===== src/rtl/core/tft_pkg.sv =====
`timescale 1ns / 1ps
// ----------------------------------------------------------------------------
// tft_pkg
// Shared widths, limits and types for the FIFO-replacement translation core.
// ----------------------------------------------------------------------------
package tft_pkg;

    // Field widths of the address word and the result word
    localparam int ADDR_W     = 16;
    localparam int PAGE_W     = 8;
    localparam int OFFSET_W   = 8;
    localparam int FRAME_W    = 7;
    localparam int PHYS_W     = FRAME_W + OFFSET_W;
    localparam int CNT_W      = 16;

    // Page size is fixed by the offset field
    localparam int PAGE_BYTES = 256;

    // Defaults for the top-level parameters
    localparam int DEF_TLB_ENTRIES = 16;
    localparam int DEF_FRAME_COUNT = 128;

    // Saturation limit of the hit and fault counters
    localparam logic [CNT_W-1:0] CNT_MAX = {CNT_W{1'b1}};

    // Write request into the entry store (address travels separately)
    typedef struct packed {
        logic               en;
        logic [PAGE_W-1:0]  page;
        logic [FRAME_W-1:0] frame;
    } t_wr_req;

    // Registered read data from the entry store
    typedef struct packed {
        logic               valid;
        logic [PAGE_W-1:0]  page;
        logic [FRAME_W-1:0] frame;
    } t_rd_data;

endpackage


===== src/rtl/core/tft_tlb_store.sv =====
`timescale 1ns / 1ps
// ----------------------------------------------------------------------------
// tft_tlb_store
// Entry store: page and frame memory with one write and one registered read
// port, plus a valid flag per entry cleared at reset.
// ----------------------------------------------------------------------------
module tft_tlb_store
    import tft_pkg::*;
#(
    parameter int TLB_ENTRIES = DEF_TLB_ENTRIES
) (
    input  logic                           i_clk,
    input  logic                           i_rst_n,
    input  logic [$clog2(TLB_ENTRIES)-1:0] i_rd_addr,
    input  logic [$clog2(TLB_ENTRIES)-1:0] i_wr_addr,
    input  t_wr_req                        i_wr,
    output t_rd_data                       o_rd
);

    logic [PAGE_W-1:0]      r_mem_page  [TLB_ENTRIES];
    logic [FRAME_W-1:0]     r_mem_frame [TLB_ENTRIES];
    logic [TLB_ENTRIES-1:0] r_valid;
    logic [PAGE_W-1:0]      r_rd_page;
    logic [FRAME_W-1:0]     r_rd_frame;
    logic                   r_rd_valid;

    // Write page and frame; contents undefined until written
    always_ff @(posedge i_clk) begin
        if (i_wr.en) begin
            r_mem_page[i_wr_addr]  <= i_wr.page;
            r_mem_frame[i_wr_addr] <= i_wr.frame;
        end
    end

    // Register the read word
    always_ff @(posedge i_clk) begin
        r_rd_page  <= r_mem_page[i_rd_addr];
        r_rd_frame <= r_mem_frame[i_rd_addr];
    end

    // Hold valid flags; clear all at reset
    always_ff @(posedge i_clk) begin
        if (!i_rst_n) begin
            r_valid    <= '0;
            r_rd_valid <= 1'b0;
        end else begin
            if (i_wr.en) begin
                r_valid[i_wr_addr] <= 1'b1;
            end
            r_rd_valid <= r_valid[i_rd_addr];
        end
    end

    // Assemble the read word
    always_comb begin
        o_rd.valid = r_rd_valid;
        o_rd.page  = r_rd_page;
        o_rd.frame = r_rd_frame;
    end

endmodule


===== config.mk =====
export PLATFORM = sky130hd
export DESIGN_NAME = tft_tlb_store
export DESIGN_NICKNAME = d
export VERILOG_FILES = /design/src/rtl/core/tft_pkg.sv /design/src/rtl/core/tft_tlb_store.sv
export SDC_FILE = /design/constraint.sdc
export NUM_CORES = 1
export LEC_CHECK = 0
export ABC_AREA = 1
export BUFFER_PORTS_ARGS = -buffer_cell sky130_fd_sc_hd__buf_4
export CAP_MARGIN = 20
export CORE_UTILIZATION = 45
export DETAILED_ROUTE_END_ITERATION = 7
export PLACE_DENSITY = 0.71
export SYNTH_ARGS = -nofsm -noshare
export SYNTH_HDL_FRONTEND = slang
export SYNTH_SLANG_ARGS = --single-unit

===== constraint.sdc =====
create_clock -name i_clk -period 4.26 [get_ports i_clk]
set_clock_uncertainty 0.05 [all_clocks]
set_input_delay 0.852 -clock i_clk [delete_from_list [all_inputs] [get_ports i_clk]]
set_output_delay 0.852 -clock i_clk [all_outputs]
set_load 0.1 [all_outputs]

==> flow_summary.json, run 1 <==
{
  "run_status": "complete, no violations",
  "antenna_found_initial": 0,
  "post_cts.repair.setup_buffers": 0,
  "cts.sinks": 272,
  "port_buffers": 41,
  "max_cap_viol_count": 0,
  "synth_ff_type": "edfxtp_1",
  "tightestPinTransition_ps": 1084,
  "areaGrowthSynthToFinish_pct": 13.92,
  "synthesis.nets": 870,
  "initial_utilization": 0.4626,
  "fill_cells": 1945,
  "ctsHoldBuffers": 0,
  "drc": 0,
  "grt-ovfl-total": 0,
  "dieWidth_um": 155.3,
  "dieArea_um2": 24100,
  "place_congestion": 0.7750,
  "routedWlPerCell_um": 19.72,
  "core.rowCount": 55,
  "dp_slack_ps": 1472,
  "synth.area.top_cells": "edfxtp_1, dfxtp_1, nor2_1",
  "drv_slew": 0,
  "synth_top_area_share": 0.6819,
  "boundaryPins": 42,
  "multi_input_area_um2": 2231,
  "drt-pass1-iter-count": 5,
  "cp-end-kind": "flop",
  "num_antenna_cells": 0,
  "clock-root-buffer": "clkbuf_16",
  "track_usage": 0.1997,
  "clkTransAtPathRegs_ps": 60,
  "syn_area_per_cell_um2": 12.52,
  "power_mw": 5.788,
  "path_cells": "buf_4 -> inv_1 -> nor3_1 -> inv_1 -> nor2_2",
  "fmax_mhz": 454.1,
  "synth_common_cells": "edfxtp_1, nor2_1, o21ai_0",
  "post_cts_resized": 0,
  "synth_area_um2": 10570,
  "yosys.area.top_type": "edfxtp_1",
  "dpl.cell_count": 1153,
  "yosys_warnings": 0,
  "drt-total-wl_um": 23810,
  "first_iter_violations": 618,
  "htreeDepth": 1,
  "grt_pass1_wl_um": 36260,
  "irDropWorstVdd_mv": 0.4678,
  "postLayoutCoreUtil": 0.5270,
  "cp.arrival_ps": 2290,
  "rsz0062_at_grt": "no",
  "ys_async_sr_fraction": 0,
  "crit_required_ps": 4350,
  "vias": 6623,
  "synth_cells": 844,
  "core_um2": 22850,
  "hp-class": "flop to flop",
  "cts_tree": "done",
  "dp_hpwl_um": 12940,
  "crit_type": "input port to flop",
  "timing.setup.tns_ps": 0,
  "ys_ff_latch": 272,
  "clk_latency_ps": 540,
  "final_cells": 1207,
  "drive_gt1_frac": 0.1208,
  "critPathMaxFanout": 16,
  "cpMaxStageDelayCell": "nor2_2",
  "num-nets-final": 900,
  "numCtsBuffers": 27,
  "cp-start-kind": "input port",
  "first_global_vias": 6451,
  "seq_area_um2": 7848,
  "finalSetupViolations": 0,
  "leakagePower_nw": 4.154,
  "cts_buffer_depth": 3,
  "synth_edf_count": 240,
  "ant_nets": 0,
  "via_per_inst": 5.487,
  "yosysSeqAreaShare": 0.7425,
  "synth.distinct_cells": 20,
  "relSlewSlack": 0.2762,
  "fin_crit_sh": 0.5169,
  "cp_slowest_stage_delay_ps": 800,
  "cp_common_cell": "inv_1",
  "grt_max_degree": 62,
  "final_hold_viol_count": 0,
  "period_needed_ps": 2202,
  "finalWorstSetupSlack_ps": 2058,
  "power.density_nw_per_um2": 480.7,
  "yosysMostFrequentCell": "edfxtp_1",
  "die_h_um": 155.3
}
==> through the flow <==
stage	cell area (um2)	hold WS [ps]
floorplan	10570	380.7
global placement	11060	390.5
detailed placement	11060	397.8
CTS	11970	407.2
global route	12040	427.4
finish	12040	408.6
==> final timing paths <==
kind	to	depth (start not counted)	slack, ps	startpoint
max	r_mem_page[9][2]	5	2060	i_wr[15]
min	r_valid[1]	2	410	r_valid[1]
max reg2reg	r_rd_frame[0]	6	3080	r_mem_frame[5][0]
min reg2reg	r_valid[1]	2	410	r_valid[1]
==> critical path, delay by kind of cell <==
family,cells,cell delay [ps]
buffers and inverters,3,260
AND/OR/NAND/NOR,2,1160
==> power breakdown <==
group	internal [mW]	leakage [nW]	switching (mW)
Combinational	0.104	1.28	0.342
Clock	1.38	0.445	0.981
Sequential	2.97	2.43	0.0193
Total	4.45	4.15	1.34
==> final cells by class <==
type	instances	area share
sequential	272	0.6518
multi-input combinational	459	0.1853
clock buffer	35	0.06911
timing repair buffer	54	0.03648
tap	313	0.03253
inverter	60	0.01871
clock inverter	14	0.006131
==> layout by cell type (no fill, tap or decap), types with 10 or more instances in the layout <==
cell type,n
inv_1,58
edfxtp_1,240
nand3_1,40
clkbuf_16,32
o211ai_1,60
buf_4,49
nand2_1,41
nor2_1,146
dfxtp_1,32
nor2_2,10
o21ai_0,115
a21oi_1,34
==> logic make-up (layout without fill, tap and decap cells) <==
family,Yosys count,count (layout),synth area share
flops,272,272,0.7425
simple gates,241,241,0.09080
compound gates,218,218,0.1179
buf+inv,113,163,0.04877
==> sequential cells by signal, indices dropped and copies added (netlist names) <==
signal / count
r_mem_page: 128
r_mem_frame: 112
r_valid: 16
r_rd_page: 8
r_rd_frame: 7
r_rd_valid: 1
==> metal layers <==
| metal | share of wire | routed length [um] | up-vias | global-route usage |
|---|---|---|---|---|
| met5 | 0 | 0 | - | 0 |
| met2 | 0.47 | 11280 | 262 | 0.3160 |
| li1 | - | - | 3079 | - |
| met1 | 0.44 | 10560 | 3250 | 0.2905 |
| met3 | 0.066 | 1572 | 32 | 0.02869 |
| met4 | 0.017 | 393 | 0 | 0.05322 |
No activity file was read; power rests on OpenSTA's default activity.
==> inputs of run 2 (changes only) <==
--- a/config.mk
+++ b/config.mk
@@ -5,12 +5,12 @@
 export SDC_FILE = /design/constraint.sdc
 export NUM_CORES = 1
 export LEC_CHECK = 0
-export ABC_AREA = 1
+export ABC_AREA = 0
 export BUFFER_PORTS_ARGS = -buffer_cell sky130_fd_sc_hd__buf_4
 export CAP_MARGIN = 20
 export CORE_UTILIZATION = 45
 export DETAILED_ROUTE_END_ITERATION = 7
-export PLACE_DENSITY = 0.71
+export PLACE_DENSITY = 0.74
 export SYNTH_ARGS = -nofsm -noshare
 export SYNTH_HDL_FRONTEND = slang
 export SYNTH_SLANG_ARGS = --single-unit
==> constraint.sdc (replaced) <==
create_clock -name i_clk -period 1.8 [get_ports i_clk]
set_clock_uncertainty 0.05 [all_clocks]
set_input_delay 0.36 -clock i_clk [delete_from_list [all_inputs] [get_ports i_clk]]
set_output_delay 0.36 -clock i_clk [all_outputs]
set_load 0.1 [all_outputs]
==> run 2 against run 1 <==
Net effect: global-route usage is 1.3 points lower; register-to-register slack worse by 2600 ps; critical path type is now flop to primary output; largest cell class unchanged; synthesized cell count shrank 46%; first-iteration DRC count decreased by 22%.
==> flow_summary.json, run 2 <==
{
  "boundaryPins": 42,
  "ys_async_sr_fraction": 0,
  "ant_nets": 0,
  "seqPwrFrac": 0.527,
  "timing.hold.ws_ps": 88.45,
  "tightestPinTransition_ps": 968.4,
  "crit_type": "flop to primary output",
  "core.rowCount": 54,
  "crit_family": "flip-flops",
  "antenna_found_initial": 0,
  "layout_commonest_cell": "edfxtp_1",
  "grt_pass1_wl_um": 30660,
  "num-nets-final": 560,
  "core_um2": 21820,
  "dp_hpwl_um": 11620,
  "synth-adder-area-share": 0,
  "final_hold_viol_count": 0,
  "combPwrFrac": 0.075,
  "post_cts.repair.setup_buffers": 0,
  "drt-total-wl_um": 20330,
  "power_mw": 13.40,
  "ctsHoldBuffers": 0,
  "path_cells": "buf_4",
  "power_switching_mw": 2.847,
  "dpl.cell_count": 786,
  "final_cells": 833,
  "synth_ff_type": "edfxtp_1",
  "run_status": "complete, no violations",
  "hp-class": "input port to flop",
  "port_buffers": 41,
  "cp-end-kind": "primary output",
  "htreeDepth": 1,
  "initial_utilization": 0.4590,
  "critPathBufInv": 1,
  "yosysMostFrequentCell": "edfxtp_1",
  "synth_top_family_by_area": "multiplexers",
  "swShare": 0.2125,
  "first_global_vias": 5144,
  "post_cts_resized": 0,
  "multi_input_area_um2": 2079,
  "areaGrowthSynthToFinish_pct": 19.01,
  "post-route-cell-area_um2": 11920,
  "synth_top_area_share": 0.7195,
  "internal_power_mw": 10.55,
  "first_iter_violations": 484,
  "numCtsBuffers": 26,
  "cts_buffer_depth": 3,
  "yosysSeqAreaShare": 0.7834,
  "dieWidth_um": 151.2,
  "yosys_warnings": 0,
  "clock-root-buffer": "clkbuf_16",
  "leakagePower_nw": 3.912,
  "ys_ff_latch": 272,
  "cpMaxStageDelayCell": "dfxtp_1",
  "power.density_nw_per_um2": 1124,
  "seq_area_um2": 7848,
  "clkTransAtPathRegs_ps": 60,
  "grt-ovfl-total": 0,
  "crit_required_ps": 1390,
  "fill_cells": 1618,
  "synth_common_cells": "edfxtp_1, mux4_2, dfxtp_1",
  "cts.sinks": 272,
  "finalSetupViolations": 0,
  "max_cap_viol_count": 0,
  "track_usage": 0.1867,
  "relSlewSlack": 0.3544,
  "synth_xor_xnor_area_share": 0,
  "routedWlPerCell_um": 24.41,
  "reg_top3": "r_mem_page x128, r_mem_frame x112, r_valid x16",
  "synth.area.mux_share": 0.1435,
  "clockPowerShare": 0.397,
  "num_antenna_cells": 0,
  "synth.area.top_cells": "edfxtp_1, mux4_2, dfxtp_1",
  "drv_slew": 0,
  "yosys.area.top_type": "edfxtp_1",
  "layout_common_cells": "edfxtp_1, mux4_2, buf_4",
  "cts_tree": "done",
  "die_h_um": 151.2,
  "yosys.area_share.simple": 0.02248,
  "grt_max_degree": 29,
  "critPathMaxFanout": 1,
  "clk_latency_ps": 520,
  "via_per_inst": 5.824,
  "fmax_mhz": 621.2,
  "regMostFlops": "r_mem_page",
  "synthesis.nets": 484,
  "fin_crit_sh": 0.8943,
  "cp-start-kind": "flop",
  "synth_area_um2": 10020,
  "syn_area_per_cell_um2": 21.87,
  "place_congestion": 0.7306,
  "cp.arrival_ps": 1200,
  "period_needed_ps": 1610,
  "synth.distinct_cells": 24,
  "timing.setup.tns_ps": 0,
  "synth_edf_count": 240,
  "cp_slowest_stage_delay_ps": 370,
  "irDropWorstVdd_mv": 0.9111,
  "vias": 4851,
  "dieArea_um2": 22860,
  "synth_cells": 458,
  "largest_reg_flops": 128,
  "synth_compound_area_frac": 0.03672,
  "drive_gt1_frac": 0.3345,
  "rsz0062_at_grt": "no",
  "drc": 0,
  "drt-pass1-iter-count": 5,
  "post_dp_cell_area_um2": 11070
}
==> run 2: metal layers <==
metal,routed length [um],share of wire,global-route usage,vias to the layer above
li1,-,-,-,2057
met1,7967,0.39,0.2465,2559
met2,10260,0.50,0.3123,202
met3,1612,0.079,0.03765,33
met4,490,0.024,0.05700,0
met5,0,0,0,-
==> run 2: cell families (layout without fill, tap and decap cells) <==
| family | after synthesis | count (layout) |
|---|---|---|
| DFF | 272 | 272 |
| muxes | 66 | 66 |
| AOI/OAI and AO/OA | 49 | 49 |
| and+or+nand+nor | 48 | 48 |
| buffers and inverters | 23 | 118 |
==> run 2: path summary, 6_finish.rpt <==
check,from,slack (ps),cells past startpoint,endpoint
worst max-delay path,r_rd_page[4],190,1,o_rd[11]
worst min-delay path,i_wr[2],90,1,r_mem_frame[13][2]
worst max register to register,r_mem_page[9][1],460,3,r_rd_page[1]
worst min register to register,r_valid[14],410,1,r_valid[14]
==> run 2: power by group through the flow <==
stage          Clock, mW  Sequential, mW  Combinational (mW)
2_1_floorplan          0            7.48               0.376
3_3_place_gp           0            7.19               0.989
3_5_place_dp           0            7.20                1.01
4_1_cts             5.43            7.07                1.02
5_1_grt             5.66            7.07                1.06
6_report            5.33            7.07                1.01
==> run 2: metrics by stage <==
stage,setup slack (ps),utilization
2_1_floorplan,-248.4,-
3_3_place_gp,15.46,0.5074
3_5_place_dp,-20.91,0.5074
4_1_cts,182.2,0.5463
5_1_grt,166.2,0.5463
6_report,190.2,0.5463
==> run 2: layout make-up <==
class / count / share of cell area
sequential: 272 / 0.6583
clock buffer: 38 / 0.06350
timing repair buffer: 71 / 0.06675
clock inverter: 9 / 0.007662
tap: 280 / 0.02939
multi-input combinational: 163 / 0.1744
==> inputs of run 3 (changes only) <==
--- a/config.mk
+++ b/config.mk
@@ -8,9 +8,10 @@
 export ABC_AREA = 0
 export BUFFER_PORTS_ARGS = -buffer_cell sky130_fd_sc_hd__buf_4
 export CAP_MARGIN = 20
-export CORE_UTILIZATION = 45
+export CORE_UTILIZATION = 40
 export DETAILED_ROUTE_END_ITERATION = 7
-export PLACE_DENSITY = 0.74
+export HOLD_SLACK_MARGIN = 0.12
+export PLACE_DENSITY = 0.66
 export SYNTH_ARGS = -nofsm -noshare
 export SYNTH_HDL_FRONTEND = slang
 export SYNTH_SLANG_ARGS = --single-unit
==> constraint.sdc (replaced) <==
create_clock -name i_clk -period 2 [get_ports i_clk]
set_clock_uncertainty 0.05 [all_clocks]
set_input_delay 0.4 -clock i_clk [delete_from_list [all_inputs] [get_ports i_clk]]
set_output_delay 0.4 -clock i_clk [all_outputs]
set_load 0.1 [all_outputs]
==> run 3 against run 2 <==
Net effect: die area rose by 12%; setup slack gained 130 ps; wire length decreased by 1.7%; clock power decreased by 11%; utilization is 5.7 points lower; largest power group unchanged.
==> flow_summary.json, run 3 (synthesis results as in run 2) <==
{
  "finalWorstSetupSlack_ps": 324.0,
  "multi_input_area_um2": 2093,
  "critPathBufInv": 1,
  "reg_top3": "r_mem_page x128, r_mem_frame x112, r_valid x16",
  "cts.sinks": 272,
  "timing.hold.ws_ps": 134.3,
  "cp-end-kind": "primary output",
  "dp_slack_ps": 120.2,
  "layout_commonest_cell": "edfxtp_1",
  "final_hold_viol_count": 0,
  "hp-class": "input port to flop",
  "layout_common_cells": "edfxtp_1, buf_4, mux4_2",
  "core.rowCount": 57,
  "antenna_found_initial": 0,
  "power.density_nw_per_um2": 1003,
  "power_mw": 12.01,
  "dpl.cell_count": 836,
  "irDropWorstVdd_mv": 0.7881,
  "max_cap_viol_count": 0,
  "track_usage": 0.1608,
  "rsz0062_at_grt": "no",
  "htreeDepth": 1,
  "grt-ovfl-total": 0,
  "clkTransAtPathRegs_ps": 60,
  "postLayoutCoreUtil": 0.4896,
  "areaGrowthSynthToFinish_pct": 19.57,
  "final_cells": 894,
  "first_global_vias": 5122,
  "initial_utilization": 0.4095,
  "vias": 4722,
  "regMostFlops": "r_mem_page",
  "ctsHoldBuffers": 8,
  "cts_buffer_depth": 3,
  "routedWlPerCell_um": 22.37,
  "drt-total-wl_um": 20000,
  "place_congestion": 0.7220,
  "crit_family": "flip-flops",
  "finalSetupViolations": 0,
  "port_buffers": 41,
  "leakagePower_nw": 3.950,
  "cp_slowest_stage_delay_ps": 380,
  "cp-start-kind": "flop",
  "grt_pass1_wl_um": 30820,
  "relSlewSlack": 0.4338,
  "die_h_um": 160.3,
  "drc": 0,
  "cp.arrival_ps": 1230,
  "first_iter_violations": 312,
  "cts_tree": "done",
  "post_cts.repair.setup_buffers": 0,
  "dieWidth_um": 160.3,
  "crit_type": "flop to primary output",
  "clock-root-buffer": "clkbuf_16",
  "via_per_inst": 5.282,
  "grt_max_degree": 39,
  "post-route-cell-area_um2": 11980,
  "cpMaxStageDelayCell": "dfxtp_1",
  "clk_latency_ps": 520,
  "run_status": "complete, no violations",
  "fin_crit_sh": 0.8380,
  "timing.setup.tns_ps": 0,
  "largest_reg_flops": 128,
  "num-nets-final": 575,
  "num_antenna_cells": 0,
  "post_dp_cell_area_um2": 11050,
  "path_cells": "buf_4",
  "numCtsBuffers": 27,
  "dp_hpwl_um": 12180,
  "fmax_mhz": 596.7,
  "boundaryPins": 42,
  "dieArea_um2": 25680,
  "seq_area_um2": 7848,
  "crit_required_ps": 1550,
  "ant_nets": 0,
  "drive_gt1_frac": 0.3456,
  "critPathMaxFanout": 1,
  "core_um2": 24460,
  "period_needed_ps": 1676,
  "drt-pass1-iter-count": 4,
  "fill_cells": 1941,
  "post_cts_resized": 0,
  "drv_slew": 0,
  "tightestPinTransition_ps": 849.4
}
run 3: cell types whose count changed in the layout (fill, tap and decap cells not counted), sizes merged, moves of 2 or more:
cell / previous run / this run
buf: 71 / 77
clkbuf: 38 / 36
dlygate4sd3: 0 / 8
clkinv: 7 / 11
run 3: area by class of cell:
cell class	instances	share of cell area
Sequential cell	272	0.6552
Multi-Input combinational cell	163	0.1748
Timing Repair Buffer	85	0.06539
Clock buffer	36	0.06257
Tap cell	324	0.03385
Clock inverter	14	0.008252
run 3: per-layer routing:
metal,track usage,up-vias,share of wire
li1,-,2097,-
met1,0.2200,2423,0.42
met2,0.2648,159,0.48
met3,0.02571,43,0.074
met4,0.05108,0,0.024
met5,0,-,0
run 3: where the power goes:
| group | switching [mW] | leakage, nW | internal (mW) | total [mW] |
|---|---|---|---|---|
| Clock | 1.99 | 0.418 | 2.75 | 4.74 |
| Combinational | 0.594 | 1.10 | 0.310 | 0.903 |
| Sequential | 0.0436 | 2.43 | 6.32 | 6.36 |
run 3: path summary, 6_finish.rpt:
path	start	end	slack, ps	cells after the start
setup reg to reg	r_mem_page[15][7]	r_rd_page[7]	610	3
hold / removal	i_wr[0]	r_mem_frame[10][0]	130	1
setup / recovery	r_rd_page[5]	o_rd[12]	320	1
hold reg to reg	r_valid[15]	r_valid[15]	410	1
